File: config.mk
export PLATFORM = sky130hd
export DESIGN_NAME = mhc_queue
export DESIGN_NICKNAME = d
export VERILOG_FILES = /design/src/design/mhc_pkg.sv /design/src/design/mhc_queue.sv
export SDC_FILE = /design/constraint.sdc
export NUM_CORES = 1
export LEC_CHECK = 0
export ABC_AREA = 1
export BUFFER_PORTS_ARGS = -buffer_cell sky130_fd_sc_hd__buf_2
export CAP_MARGIN = 10
export CORE_UTILIZATION = 40
export DETAILED_ROUTE_END_ITERATION = 8
export GPL_TIMING_DRIVEN = 0
export PLACE_DENSITY = 0.57
export SLEW_MARGIN = 20
export SYNTH_ARGS = -nofsm -noshare
export SYNTH_HDL_FRONTEND = slang
export SYNTH_SLANG_ARGS = --single-unit
File: constraint.sdc
create_clock -name clk -period 3 [get_ports clk]
set_input_delay 0.6 -clock clk [delete_from_list [all_inputs] [get_ports clk]]
set_output_delay 0.6 -clock clk [all_outputs]
set_load 0.02 [all_outputs]
File: src/design/mhc_pkg.sv
// Shared constants, codes and types for the mirrored hit-count histogram.
// No dependencies; every other design file imports this package.
`timescale 1ns / 1ps

package mhc_pkg;

    // Image geometry: only rows 0..HALF_SIDE are stored.
    localparam int HALF_SIDE   = 256;
    localparam int SIDE        = 2 * HALF_SIDE + 1;
    localparam int ROWS        = HALF_SIDE + 1;
    localparam int STORE_WORDS = SIDE * ROWS;
    localparam int IDX_W       = $clog2(STORE_WORDS);
    localparam int COL_W       = $clog2(SIDE);
    localparam int ROW_W       = $clog2(ROWS);

    // Integer part of (Q8.24 magnitude * Q16.16 scale) is product[63:40].
    localparam int WHOLE_W     = 24;

    // Item kinds.
    localparam logic [1:0] KIND_PLANE = 2'd0;
    localparam logic [1:0] KIND_PIXEL = 2'd1;
    localparam logic [1:0] KIND_READ  = 2'd2;
    localparam logic [1:0] KIND_CLEAR = 2'd3;

    // Configuration register indexes.
    localparam int         CFG_IDX_W        = 1;
    localparam logic [0:0] CFG_SCALE_BACK   = 1'b0;
    localparam logic [0:0] CFG_PLANE_OFFSET = 1'b1;

    localparam logic [31:0] SCALE_RESET  = 32'd336199;
    localparam logic [31:0] OFFSET_RESET = 32'd0;
    localparam logic [31:0] COUNT_MAX    = 32'hFFFF_FFFF;

    // Queue between front and back.
    localparam int QDEPTH = 8;
    localparam int Q_AW   = $clog2(QDEPTH);
    localparam int Q_CW   = $clog2(QDEPTH + 1);

    // Classified item handed from front to back.
    typedef struct packed {
        logic [1:0]       kind;
        logic             ok;
        logic [IDX_W-1:0] idx;
    } op_t;

    // One result item.
    typedef struct packed {
        logic [31:0] count;
        logic [31:0] peak;
        logic        in_range;
    } res_t;

endpackage

File: src/design/mhc_queue.sv
// Small FIFO of classified items between front and back ends.
// Depends on mhc_pkg; the producer never pushes when full.
`timescale 1ns / 1ps

module mhc_queue (
    input  logic         clk,
    input  logic         rst_n,
    input  logic         push,
    input  mhc_pkg::op_t push_op,
    input  logic         pop,
    output logic         empty,
    output mhc_pkg::op_t head
);
    import mhc_pkg::*;

    op_t            slot_reg [QDEPTH];
    logic [Q_AW-1:0] wr_ptr_reg, rd_ptr_reg;
    logic [Q_CW-1:0] cnt_reg;

    // Pointers and fill count
    always_ff @(posedge clk or negedge rst_n)
    begin
        if (!rst_n)
        begin
            wr_ptr_reg <= '0;
            rd_ptr_reg <= '0;
            cnt_reg    <= '0;
        end
        else
        begin
            if (push)
                wr_ptr_reg <= wr_ptr_reg + 1'b1;
            if (pop)
                rd_ptr_reg <= rd_ptr_reg + 1'b1;
            if (push && !pop)
                cnt_reg <= cnt_reg + 1'b1;
            else if (pop && !push)
                cnt_reg <= cnt_reg - 1'b1;
        end
    end

    // Entry storage
    always_ff @(posedge clk)
    begin
        if (push)
            slot_reg[wr_ptr_reg] <= push_op;
    end

    assign empty = (cnt_reg == '0);
    assign head  = slot_reg[rd_ptr_reg];

endmodule

==> results.ini <==
[timing]
fin_crit_sh_pct=85.5
rsz0062_at_grt=false
fin_worst_skew_ns=0.00992
finalHoldViolCount=0
finalSetupViolCount=0
setup_ws_ns=0.436
finalCriticalPeriod_ns=2.56
tns_ns=0
fmax_ghz=0.390
slew_headroom_pct=52.7
slew_viol_final=0
tightest_slew_ns=0.709

[finish]
final_cell_mix=nand2_1, edfxtp_1, nor2_1, inv_1, buf_2
layout_commonest_cell=nand2_1
largest_register_ffs=168
synthToLayoutAreaGrowth_pct=18.4
nFillCells=1738
final_layout_size_suffix_gt1_share_pct=13.6
n_antenna_cell=0
num-nets-final=902
final_cell_area_um2=9240
final_core_util_pct=48.9

[setup_path]
start_kind=flip-flop
cp.required_ns=2.40
worstSetupEndpointType=primary output
worstPathMaxFanout=10
path_class=flip-flop to primary output
cp.arrival_ns=1.96

[global_routing]
grt_overflow=0
grt_max_degree=22
gr-usage-all-layers_pct=18.7
grt_pass1_vias=4724
antenna_found_initial=1
grt_pass1_wl_um=26700

[clocking]
cts-resized-gates=0
clk_latency_ns=0.43
cts_inserted_buffers=17
cts_root_buf=clkbuf_16
cts_sinks=178
cts_tree=built
clock_path_buffers=2
path_clk_slew_ns=0.06
htreeDepth=4
ctsHoldBuffers=0
postCtsSetupBuffers=0

[floorplanning]
dieHeight_um=142
ios=47
initial_utilization_pct=41.3
die_area_um2=20100
chipWidth_um=142
coreArea_um2=18900
rows=50

[synth]
synth_warnings=0
ys_ff_latch=178
synth_cell_types=20
netlist_area_um2=7810
syn_nets=829
syn_inst=798
avgSynthCellArea_um2=9.78
synth_seq_area_share_pct=67.8

[outcome]
status=complete, no violations

[placed_design]
dp_slack_ns=0.835
gp_congestion=0.733
numPortBuffers=46
placed_cell_area_um2=8630
post-dp-hpwl_um=11100

[worst_hold_path]
hold_path_class=input pin to asynchronous set/reset pin

[route]
routed_wl_um=17400
vias=5096
drtIter0Drc=328
postRouteAntennaNets=0
vias_per_cell=4.45
wl_per_cell_um=15.2
dr.pass1.iters=7
drc=0

[pwr]
ir_drop_v=0.000399
power_density_nw_per_um2=976
p_leak_nw=4.04

[job]
cap_violations=0

==> critical path, stage by stage (launching register included) <==
cell      delay, ns
dfrtp_1        0.35
buf_4          0.17
clkbuf_1       0.51
nor2_1         0.10
nand2_1        0.09
nand2_1        0.05
nand2_1        0.06
nand2_1        0.06
buf_2          0.15
==> kinds of logic (layout without fill, tap and decap cells) <==
logic type / after synthesis / in the layout / synth area share (%)
AO/OA/AOI/OAI: 4 / 4 / 0.256
XOR/XNOR: 5 / 5 / 0.561
adder cells (fa/ha/maj): 6 / 6 / 1.06
buffers and inverters: 128 / 214 / 7.23
flip-flops: 178 / 178 / 67.8
AND/OR/NAND/NOR: 477 / 477 / 23.1
==> path summary, 6_finish.rpt <==
check	startpoint	endpoint	slack [ns]	cells past startpoint
max in group asynchronous	rst_n	rd_ptr_reg[1]$_DFFE_PN0P_	2.77	1
hold reg to reg	cnt_reg[2]$_DFFE_PN0P_	cnt_reg[2]$_DFFE_PN0P_	0.52	2
min in group clk	pop	rd_ptr_reg[0]$_DFFE_PN0P_	0.42	2
setup / recovery	rd_ptr_reg[1]$_DFFE_PN0P_	head[10]	0.44	8
hold / removal	rst_n	wr_ptr_reg[2]$_DFFE_PN0P_	0.03	1
setup reg to reg	wr_ptr_reg[0]$_DFFE_PN0P_	slot_reg[4][9]$_DFFE_PP_	1.26	3
==> metrics by stage <==
stage / hold WS (ns) / std cells / power, mW
after floorplan: 0.304 / 798 / 5.57
after global placement: 0.477 / 1104 / 6.68
after detailed placement: 0.482 / 1112 / 6.84
after CTS: 0.0258 / 1144 / 9.12
after global routing: 0.0413 / 1144 / 9.62
final: 0.0336 / 1144 / 9.02
==> area by class of cell <==
cell class                      count  area (um^2)  area share, %
Tap cell                          260          325           3.52
Clock inverter                     13          176           1.91
Inverter                           96          360           3.90
Buffer                             32          204           2.21
Timing Repair Buffer               54          443           4.79
Clock buffer                       19          433           4.68
Multi-Input combinational cell    492         2010           21.7
Sequential cell                   178         5300           57.3
==> report_power, final <==
group,total [mW],internal (mW),switching [mW]
logic,3.61,1.17,2.44
registers,3.14,3.03,0.109
clock network,2.28,1.33,0.951
==> synth_stat cells, drive strengths merged <==
cell type	n	area, um^2
buf	26	181
edfxtp	168	5040
xor2	3	26.3
xnor2	2	17.5
fa	1	20.0
ha	5	62.6
or2	2	12.5
dfrtp	10	250
inv	96	360
nor2	175	657
nor4	1	6.26
clkbuf	6	22.5
nand2	297	1110
nand3	2	10.0
o21ai	4	20.0
==> metal layers <==
metal	up-vias	part of all wire (%)	global-route usage [%]
li1	2622	-	-
met1	2323	43	22.7
met2	127	51	33.1
met3	22	4.8	3.88
met4	2	1.3	5.94
met5	-	0.075	0
(Power assumes the default switching activity.)
